`src/hdl/vnra_table.sv`:
```
module vnra_table #(
  parameter int DEPTH = 16,
  parameter int WIDTH = 162
) (
  input  logic                     clk,
  input  logic                     wr_en,
  input  logic [$clog2(DEPTH)-1:0] wr_addr,
  input  logic [WIDTH-1:0]         wr_data,
  input  logic                     rd_en,
  input  logic [$clog2(DEPTH)-1:0] rd_addr,
  output logic [WIDTH-1:0]         rd_data
);

  logic [WIDTH-1:0] mem [DEPTH];

  always_ff @(posedge clk) begin
    if (wr_en) begin
      mem[wr_addr] <= wr_data;
    end
  end

  always_ff @(posedge clk) begin
    if (rd_en) begin
      rd_data <= mem[rd_addr];
    end
  end

endmodule

```
`config.mk`:
```
export PLATFORM = sky130hd
export DESIGN_NAME = vnra_table
export DESIGN_NICKNAME = d
export VERILOG_FILES = /design/src/hdl/vnra_table.sv
export SDC_FILE = /design/constraint.sdc
export NUM_CORES = 2
export LEC_CHECK = 0
export CORE_UTILIZATION = 40
export CTS_CLUSTER_DIAMETER = 80
export DETAILED_ROUTE_END_ITERATION = 16
export DONT_BUFFER_PORTS = 1
export PLACE_DENSITY = 0.66
export SYNTH_ARGS = -nofsm -noshare
export SYNTH_HDL_FRONTEND = slang
export SYNTH_SLANG_ARGS = --single-unit
```
`constraint.sdc`:
```
create_clock -name clk -period 12.53 [get_ports clk]
set_input_delay 1.253 -clock clk [delete_from_list [all_inputs] [get_ports clk]]
set_output_delay 1.253 -clock clk [all_outputs]
set_load 0.01 [all_outputs]
```
==> flow_summary_export.csv <==
group,metric,value,unit
clock_tree,post_cts_resized,0,
floorplanning,chipWidth,508,um
worst_setup_path,critical_path.max_fanout,45,
worst_setup_path,reg2reg_from,"mem[6][73]",
placement,place.gp.congestion,0.717,
clock_tree,ctsHoldBuffers,0,
clock_tree,cts.sinks,2754,
status,status,"completed",
drt,post_drt_wl_per_cell,29.3,um
clock_tree,htreeDepth,5,
timing,slew_headroom,15.9,%
clock_tree,cts_made_buffers,302,
worst_setup_path,crit_chain,"or3b_2, nor3_4, buf_4, buf_4, buf_4",
clock_tree,post_cts_buffers,0,
final_layout,layout-drive-gt1-share,25.7,%
worst_setup_path,path_class,"in2reg",
worst_setup_path,worstPathArrival,4720,ps
drt,met3_length,20.5,mm
worst_setup_path,cpMostUsedCell,"buf_4",
worst_setup_path,path_delay_family,"buffers and inverters",
clock_tree,clkTransAtPathRegs,60,ps
worst_setup_path,reg2reg_depth,3,
synth,synthCells,4248,
pwr,peakVddDrop,0.000143,V
floorplanning,core_area,254000,um^2
global_routing,overflow,0,
synth,yosys_warnings,0,
worst_setup_path,r2r_end,"rd_data[73]",
final_layout,fillerInstances,20800,
clock_tree,root_buffer,"clkbuf_16",
synth,synth-seq-cells,2754,
pwr,power.total,19.3,mW
worst_setup_path,crit_slowest_cell,"buf_4",
global_routing,grt_pass1_vias,47000,
drt,drt_wl_total,233,mm
timing,fin_setup_tns,0,ps
worst_hold_path,whs_path_depth,0,
drt,drtIter0Drc,4951,
drt,antenna_left,0,
timing,post-route-period-util,33.6,%
worst_setup_path,crit_buf_inv,3,
global_routing,grt_antenna_before_repair,7,
final_layout,nets,4575,
timing,rsz0062_at_grt,"no",
drt,wl_met2,111,mm
clock_tree,cts_tree,"built",
drt,drc,0,
drt,highest_layer,"met4",
worst_setup_path,worstSetupStartpointType,"input port",
synth,ys_seq_area_share,80.8,%
floorplanning,die_h,508,um
synth,syn_area,102000,um^2
timing,skew,63.2,ps
global_routing,grt_max_degree,530,
worst_setup_path,cp_slowest_stage_delay,810,ps
placement,io_buffers,0,
job,max-cap-violations,0,
clock_tree,clk_latency,940,ps
timing,hold_violations,0,
synth,synth_nets,4421,
pwr,power.density,168,nW/um^2
timing,clock.fmax,237,MHz
worst_hold_path,min_to,"mem[3][45]",
pwr,p_leak,35.6,nW
global_routing,grt_pass1_wl,335,mm
clock_tree,clock_path_buffers,4,
global_routing,grt_usage,17.9,%
synth,syn_avg_cell_area,24.1,um^2
drt,vias_per_cell,5.67,
worst_hold_path,hp-start,"wr_data[45]",
drt,vias,45200,
final_layout,syn2layout_area_growth,12.7,%
timing,finalSetupViolCount,0,
timing,period_needed,4210,ps
worst_setup_path,regToRegSetupSlack,10820,ps
floorplanning,rows,185,
placement,dp_hpwl,115,mm
timing,tightestPinTransition,1260,ps
synth,ys_types,25,
floorplanning,ioPinCount,335,
drt,wl_met1,97.0,mm
floorplanning,dieArea,258000,um^2
timing,maxSlewViolCount,0,
worst_setup_path,endpoint_kind,"register",
worst_setup_path,cp.required,13040,ps
worst_hold_path,hold_class,"in2reg",
floorplanning,start_util,40.3,%
drt,dr.pass1.iters,5,
[Yosys cell counts]
| cell type | count | area (um^2) |
|---|---|---|
| buf_4 | 21 | 158 |
| or2_2 | 1 | 6.26 |
| mux2i_1 | 32 | 320 |
| o221ai_1 | 30 | 263 |
| mux4_2 | 600 | 13500 |
| buf_6 | 31 | 349 |
| nor3_1 | 4 | 20.0 |
| nor2_1 | 15 | 56.3 |
| clkbuf_1 | 90 | 338 |
| nand3b_1 | 2 | 15.0 |
| o21ai_1 | 2 | 10.0 |
| nand3_1 | 1 | 5.00 |
| a22oi_1 | 269 | 2020 |
| buf_1 | 9 | 33.8 |
| edfxtp_1 | 2754 | 82700 |
| or3b_2 | 1 | 8.76 |
| and2_1 | 3 | 18.8 |
| nor2b_1 | 36 | 225 |
| o22a_1 | 7 | 61.3 |
| o21ai_0 | 21 | 105 |
| nand2b_1 | 22 | 138 |
| nand2_1 | 116 | 435 |
| buf_2 | 74 | 370 |
| mux2_2 | 89 | 1000 |
| a221oi_1 | 18 | 158 |
[power by group]
group / switching (mW) / leakage, nW / internal [mW]
logic: 0.354 / 6.17 / 0.300
registers: 0.0998 / 25.0 / 10.4
clock network: 3.43 / 4.40 / 4.78
[cell usage in the layout (no fill, tap or decap), types with 5 or more instances in the layout]
| cell | synthesis | routed |
|---|---|---|
| o221ai_1 | 30 | 30 |
| clkinvlp_4 | 0 | 9 |
| mux4_2 | 600 | 600 |
| clkinv_1 | 0 | 52 |
| edfxtp_1 | 2754 | 2754 |
| clkbuf_16 | 0 | 309 |
| nand2b_1 | 22 | 22 |
| o21ai_0 | 21 | 21 |
| mux2i_1 | 32 | 32 |
| buf_12 | 0 | 8 |
| buf_16 | 0 | 8 |
| buf_4 | 21 | 59 |
| inv_8 | 0 | 5 |
| o22a_1 | 7 | 7 |
| nor2_4 | 0 | 13 |
| a221oi_1 | 18 | 18 |
| inv_6 | 0 | 6 |
| mux2_2 | 89 | 89 |
| clkbuf_1 | 90 | 56 |
| nor2b_1 | 36 | 31 |
| bufinv_16 | 0 | 14 |
| nand2_1 | 116 | 116 |
| a22oi_1 | 269 | 269 |
| clkinv_2 | 0 | 44 |
[registers in the layout, summed over array words and instances (netlist names)]
signal	flops
mem	2592
rd_data	162
[stage by stage]
step                      setup slack [ps]  std cells  hold slack [ps]  instance area (um^2)  util, %
after detailed placement              7220       7461              730                106000     41.8
after CTS                             8180       7959              317                115000     45.3
final                                 8320       7965              390                115000     45.4
after global placement                7360       7456              727                106000     41.7
after floorplan                       3340       4248              710                102000        -
after global routing                  7890       7963              336                115000     45.4
[cells by family (layout without fill, tap and decap cells)]
group                  Yosys count  count (layout)  share of synthesized area, %
multiplexers                   721             721                          14.5
AO/OA/AOI/OAI                  347             347                          2.56
flip-flops                    2754            2754                          80.8
AND/OR/NAND/NOR                201             201                         0.907
buffers and inverters          225             573                          1.22
other                            0               3                             0
[cell type report]
type                       count  area (um^2)  share of cell area [%]
antenna                        3         7.51                 0.00651
clock inverter               133         1050                   0.914
timing repair buffer          75          823                   0.714
sequential                  2754        82700                    71.7
tap                         3366         4210                    3.65
multi-input combinational   1269        18600                    16.1
clock buffer                 365         7940                    6.89
[worst max path at each step]
stage,from,to,slack [ps],cells past startpoint
floorplan,wr_addr[2],mem[1][0],3340,2
global placement,wr_addr[2],mem[0][121],7360,5
detailed placement,rd_addr[0],rd_data[8],7220,6
CTS,rd_addr[0],rd_data[8],8180,6
global route,rd_addr[0],rd_data[8],7890,6
finish,wr_addr[2],mem[0][27],8320,5
[per-layer routing]
metal  vias up  global-route usage [%]
met5         -                       0
met4         0                    4.55
met3       297                    5.24
met2      1683                    28.3
met1     24600                    24.5
li1      18600                       -
[worst register-to-register path, delay by kind of cell (launching register included)]
kind | cells | cell delay, ps
AOI/OAI and AO/OA | 1 | 280
DFF | 1 | 360
muxes | 2 | 780
(Power assumes the default switching activity.)
