[config.mk]
export PLATFORM = sky130hd
export DESIGN_NAME = vnra_alu
export DESIGN_NICKNAME = d
export VERILOG_FILES = /design/src/hdl/vnra_pkg.sv /design/src/hdl/vnra_alu.sv
export SDC_FILE = /design/constraint.sdc
export NUM_CORES = 2
export LEC_CHECK = 0
export ABC_AREA = 1
export BUFFER_PORTS_ARGS = -buffer_cell sky130_fd_sc_hd__buf_2
export CELL_PAD_IN_SITES_DETAIL_PLACEMENT = 0
export CELL_PAD_IN_SITES_GLOBAL_PLACEMENT = 1
export CORE_AREA = 2 2 315 629
export CTS_CLUSTER_SIZE = 30
export DETAILED_ROUTE_END_ITERATION = 12
export DIE_AREA = 0 0 317 631
export GPL_TIMING_DRIVEN = 0
export PLACE_DENSITY_LB_ADDON = 0.1
export SYNTH_ARGS = -nofsm -noshare
export SYNTH_HDL_FRONTEND = slang
export SYNTH_SLANG_ARGS = --single-unit
[constraint.sdc]
create_clock -name clk -period 11.66 [get_ports clk]
set_clock_uncertainty 0.1 [all_clocks]
set_input_delay 1.166 -clock clk [delete_from_list [all_inputs] [get_ports clk]]
set_output_delay 1.166 -clock clk [all_outputs]
set_load 0.02 [all_outputs]
[src/hdl/vnra_pkg.sv]
package vnra_pkg;

  localparam int Q_W        = 32;
  localparam int FRAC_W     = 16;
  localparam int SIZE_W     = 2;
  localparam int VEC_N      = 3;
  localparam int NAME_IN_W  = 64;
  localparam int PROD_W     = 2 * Q_W;
  localparam int ACC_W      = PROD_W + 2;
  localparam int ROUND_HALF = 32768;

  localparam int S_USER_W   = 3;
  localparam int S_DATA_W   = 264;
  localparam int OFF_NAME_B = NAME_IN_W;
  localparam int OFF_DIM    = 2 * NAME_IN_W;
  localparam int OFF_X      = OFF_DIM + SIZE_W;
  localparam int OFF_Y      = OFF_X + Q_W;
  localparam int OFF_Z      = OFF_Y + Q_W;
  localparam int OFF_K      = OFF_Z + Q_W;

  localparam int M_USER_W   = 2;
  localparam int M_DATA_W   = 104;
  localparam int M_PAD_W    = M_DATA_W - SIZE_W - VEC_N * Q_W;

  localparam logic [SIZE_W-1:0] DIM_NONE = 2'd0;
  localparam logic [SIZE_W-1:0] DIM_ONE  = 2'd1;
  localparam logic [SIZE_W-1:0] DIM_FULL = 2'd3;

  typedef logic signed [Q_W-1:0] q_t;
  typedef q_t [VEC_N-1:0] vec_t;

  typedef enum logic [2:0] {
    ACT_STORE = 3'd0,
    ACT_ADD   = 3'd1,
    ACT_SUB   = 3'd2,
    ACT_DOT   = 3'd3,
    ACT_CROSS = 3'd4,
    ACT_SCALE = 3'd5,
    ACT_CLEAR = 3'd6,
    ACT_NOP   = 3'd7
  } action_t;

  typedef enum logic [1:0] {
    ST_OK           = 2'd0,
    ST_NOT_FOUND    = 2'd1,
    ST_DIM_MISMATCH = 2'd2,
    ST_FULL         = 2'd3
  } status_t;

  typedef enum logic [2:0] {
    S_IDLE,
    S_SCAN,
    S_DECIDE,
    S_ALU,
    S_RESULT
  } ctl_state_t;

  typedef enum logic [1:0] {
    A_IDLE,
    A_MUL,
    A_ACC,
    A_RND
  } alu_phase_t;

  typedef enum logic [1:0] {
    MOP_SCALE,
    MOP_DOT,
    MOP_CROSS
  } mul_op_t;

  typedef struct packed {
    logic    start;
    mul_op_t op;
  } alu_cmd_t;

  typedef struct packed {
    logic busy;
    logic done;
  } alu_sts_t;

  function automatic q_t sat_q(input logic [Q_W:0] v);
    q_t res;
    if (v[Q_W] == v[Q_W-1]) begin
      res = v[Q_W-1:0];
    end else if (v[Q_W]) begin
      res = {1'b1, {(Q_W-1){1'b0}}};
    end else begin
      res = {1'b0, {(Q_W-1){1'b1}}};
    end
    return res;
  endfunction

endpackage

[src/hdl/vnra_alu.sv]
module vnra_alu
  import vnra_pkg::*;
(
  input  logic     clk,
  input  logic     rst,
  input  alu_cmd_t cmd,
  input  vec_t     a,
  input  vec_t     b,
  input  q_t       k,
  output alu_sts_t sts,
  output vec_t     r
);

  localparam logic [1:0] LAST_IDX = 2'(VEC_N - 1);

  alu_phase_t phase, phase_next;
  mul_op_t    op_q;
  logic [1:0] elem;
  logic [1:0] term;
  logic       neg_q;
  logic       done;
  logic signed [PROD_W-1:0] prod;
  logic signed [ACC_W-1:0]  acc;

  logic       [1:0] idx_j, idx_k;
  q_t               x_sel, y_sel;
  logic             neg_sel;
  logic             last_term, last_elem;
  logic signed [ACC_W-1:0] prod_ext, addend, rnd;
  q_t               rnd_sat;
  logic             mul_en, acc_en, rnd_en;

  always_comb begin
    idx_j = (elem == 2'd0) ? 2'd1 : (elem == 2'd1) ? 2'd2 : 2'd0;
    idx_k = (elem == 2'd0) ? 2'd2 : (elem == 2'd1) ? 2'd0 : 2'd1;
    x_sel     = '0;
    y_sel     = '0;
    neg_sel   = 1'b0;
    last_term = 1'b1;
    last_elem = 1'b1;
    case (op_q)
      MOP_SCALE: begin
        x_sel     = a[elem];
        y_sel     = k;
        last_elem = (elem == LAST_IDX);
      end
      MOP_DOT: begin
        x_sel     = a[term];
        y_sel     = b[term];
        last_term = (term == LAST_IDX);
      end
      MOP_CROSS: begin
        x_sel     = (term == 2'd0) ? a[idx_j] : a[idx_k];
        y_sel     = (term == 2'd0) ? b[idx_k] : b[idx_j];
        neg_sel   = (term != 2'd0);
        last_term = (term == 2'd1);
        last_elem = (elem == LAST_IDX);
      end
      default: begin
        x_sel = '0;
      end
    endcase
  end

  // exact sum, then round half up to q16.16 and clamp
  always_comb begin
    prod_ext = ACC_W'(prod);
    addend   = neg_q ? -prod_ext : prod_ext;
    rnd      = (acc + ACC_W'(ROUND_HALF)) >>> FRAC_W;
    if ((&rnd[ACC_W-1:Q_W-1]) || !(|rnd[ACC_W-1:Q_W-1])) begin
      rnd_sat = rnd[Q_W-1:0];
    end else if (rnd[ACC_W-1]) begin
      rnd_sat = {1'b1, {(Q_W-1){1'b0}}};
    end else begin
      rnd_sat = {1'b0, {(Q_W-1){1'b1}}};
    end
  end

  always_comb begin
    phase_next = phase;
    case (phase)
      A_IDLE: begin
        if (cmd.start) begin
          phase_next = A_MUL;
        end
      end
      A_MUL: begin
        phase_next = A_ACC;
      end
      A_ACC: begin
        phase_next = last_term ? A_RND : A_MUL;
      end
      A_RND: begin
        phase_next = last_elem ? A_IDLE : A_MUL;
      end
      default: begin
        phase_next = A_IDLE;
      end
    endcase
  end

  always_comb begin
    mul_en   = (phase == A_MUL);
    acc_en   = (phase == A_ACC);
    rnd_en   = (phase == A_RND);
    sts.busy = (phase != A_IDLE);
    sts.done = done;
  end

  always_ff @(posedge clk) begin
    if (rst) begin
      phase <= A_IDLE;
      done  <= 1'b0;
    end else begin
      phase <= phase_next;
      done  <= rnd_en && last_elem;
    end
  end

  always_ff @(posedge clk) begin
    if (cmd.start) begin
      op_q <= cmd.op;
      elem <= 2'd0;
      term <= 2'd0;
      acc  <= '0;
      r    <= '0;
    end
    if (mul_en) begin
      prod  <= x_sel * y_sel;
      neg_q <= neg_sel;
    end
    if (acc_en) begin
      acc <= acc + addend;
      if (!last_term) begin
        term <= term + 2'd1;
      end
    end
    if (rnd_en) begin
      r[elem] <= rnd_sat;
      acc     <= '0;
      term    <= 2'd0;
      elem    <= elem + 2'd1;
    end
  end

  a_start_clears: assert property (@(posedge clk) disable iff (rst)
    cmd.start |=> phase == A_MUL && elem == 2'd0 && term == 2'd0 && acc == '0)
    else $error("alu start did not clear the sequencer");

  a_done_after_round: assert property (@(posedge clk) disable iff (rst)
    sts.done |-> phase == A_IDLE && $past(phase) == A_RND)
    else $error("alu done without a final round step");

endmodule

==> summary.txt <==
Layout Nets = 9,932
Remaining Overflow, GRT = 0
Max-slew violation count = 33
Setup crit end kind = flip-flop
Ys Warns = 0
Synth unique cells = 54
Antenna violations before repair = 9
Yosys reg bits = 236
Synthesized area per cell = 7.32 µm²
Most common cell after layout, fill and taps aside = nand2_1
Largest net degree at the start of global routing = 35
Core area = 195,000 µm²
Starting DRT DRC Count = 5,087
Root Driver = clkbuf_16
CTS tree = built
Ys async rst share = 0%
Port-buffer cells = 326
Commonest cells after routing, fill and taps aside = nand2_1 (1,676), inv_1 (1,527), fa_1 (1,072), nor2_1 (968), o21ai_0 (549)
Fill cells = 21.8k
DP Wirelength = 252,000 µm
Util after Layout = 33.4%
Post-Syn Area = 58,200 µm²
Tot GR Track Use = 29.9%
FP Rows = 230
Ports = 327
Cts bufs inserted = 29
Period utilization = 98.8%
Slew @ Worst Pin = 1640 ps
Crit path required time = 11,960 ps
Placed Cells = 10.8k
Die extent in y = 631 µm
WP data arrival = 11,820 ps
Layout Cells excl Fill = 10.9k
Starting density of the core = 29.8%
Status = finished, violations left
Mapped Nets = 9,528
Max Root-Sink Buffers = 3
M1 WL = 125,000 µm
Post-synth EDFFs = 69
DRT antenna net count = 0
Main flop type after synthesis = dfxtp_1
Wire length per cell = 27.4 µm
1st-pass router iterations = 6
Clk sinks = 236
Die ar. = 200,000 µm²
Tmin final = 11,520 ps
Critical Path Slowest Stage Cell = fa_1
Metal3 WL = 18,600 µm
# H-tree levels = 1
Clock Pin Slew Worst Setup and Hold Paths = 70 ps
Final Hold Violating Endpoints = 0
Min-Delay Path Class = flip-flop to flip-flop
Detailed Route WL = 300,000 µm
Vias in the first global route = 58.0k
Mapped Cells = 7,955
Crit path kind = flip-flop to flip-flop
Max_cap viols = 3
Highest clock rate = 86.8 MHz
DR WL met2 = 137,000 µm
# setup viols final = 0
Worst Setup Start Kind = flip-flop
Uppermost layer routed = met4
Failing checks = capacitance limit, slew limit
GP Congestion = 0.964
First-pass GRT wire length = 426,000 µm
Vias/cell = 5.14
Worst Path Max Fanout = 12
Slew HR = -9.01%
Residual DRC = 0
Seq/Total Area, Yosys = 9.30%
Layout area overhead = 12.1%
Die X = 317 µm
Worst skew pair latency = 680 ps
Vias = 56.2k
CP peak stage delay = 660 ps
CP dominant cell by count = fa_1
Fraction of layout cells with a size suffix above 1 = 8.89%
-- area by class of cell --
| type | count | area, µm² | area share [%] |
|---|---|---|---|
| Timing Repair Buffer | 376 | 2140 | 3.29 |
| Sequential cell | 236 | 5420 | 8.30 |
| Buffer | 338 | 1610 | 2.46 |
| Multi-Input combinational cell | 5812 | 46000 | 70.4 |
| Inverter | 1566 | 5940 | 9.10 |
| Clock buffer | 38 | 832 | 1.27 |
| Clock inverter | 16 | 168 | 0.257 |
| Tap cell | 2552 | 3190 | 4.89 |
| Antenna cell | 9 | 22.5 | 0.0345 |
-- kinds of logic after synthesis --
group / synth area share, %
DFF: 9.30
and+or+nand+nor: 20.7
xor gates and xnor gates: 2.48
buffers and inverters: 12.6
adders and majority gates: 42.8
AOI/OAI and AO/OA: 12.1
-- final timing paths --
check	startpoint	to	slack, ps	depth (start not counted)
max	elem[0]	prod[49]	140	37
min	r[20]	r[20]	350	2
max reg2reg	elem[0]	prod[49]	140	37
min reg2reg	r[20]	r[20]	350	2
-- synthesized netlist by cell type (all sizes together), types with 4 or more instances --
master,instances,area share [%]
nand2,1700,11
inv,1557,10
fa,1083,37
nor2,989,6.5
o21ai,582,5.1
a21oi,415,3.6
ha,261,5.6
clkbuf,211,1.4
nand3,204,1.8
dfxtp,167,5.7
buf,130,1.1
xor2,104,1.6
edfxtp,69,3.6
xnor2,61,0.92
a31oi,58,0.62
nand4,50,0.54
nor3,48,0.41
o221ai,32,0.48
a22oi,31,0.40
a32o,31,0.53
o22ai,30,0.32
nor4,27,0.29
o21bai,22,0.28
a21o,21,0.27
o211ai,12,0.15
nand3b,11,0.14
a21boi,10,0.13
clkinv,9,0.058
o21a,5,0.064
o31ai,5,0.064
or2,4,0.043
-- state kept, by name, summed over array words and instances (netlist names) --
name	count
elem	2
neg_q	1
op_q	2
prod	64
term	2
r	96
phase	2
acc	66
done	1
-- layer usage --
layer	global-route usage (%)	vias to the layer above
li1	-	25270
met1	39.0	28379
met2	48.5	2146
met3	3.80	434
met4	14.8	0
met5	0	-
-- worst max-delay path: cells and delay by family (launching register included) --
family	cells	cell delay [ps]
buf+inv	12	2820
xor+xnor	1	140
flops	1	460
compound gates	7	1740
simple gates	7	1200
fa+ha+maj	10	4750
-- repair_timing --
| action | in CTS | in global routing |
|---|---|---|
| resized for setup | 127 | 134 |
| pin swaps | 2 | 7 |
| hold buffers | 0 | 0 |
| endpoints found under the setup margin | 42 | 28 |
| setup buffers | 13 | 28 |
-- through the flow --
stage                     setup TNS [ps]  hold WS [ps]  instance area, µm²  setup slack (ps)
final                                  0           347               65300               139
after global routing               -1.71           360               65300             -1.10
after CTS                              0           350               64700              4.28
after detailed placement          -37810           336               63200             -2020
after global placement            -65430           334               63100             -2460
after floorplan                        0           345               58200              2270
Power is left out: the tool's default activity adds up to more than one toggle a clock period on the data nets, which glitch-free logic cannot reach.
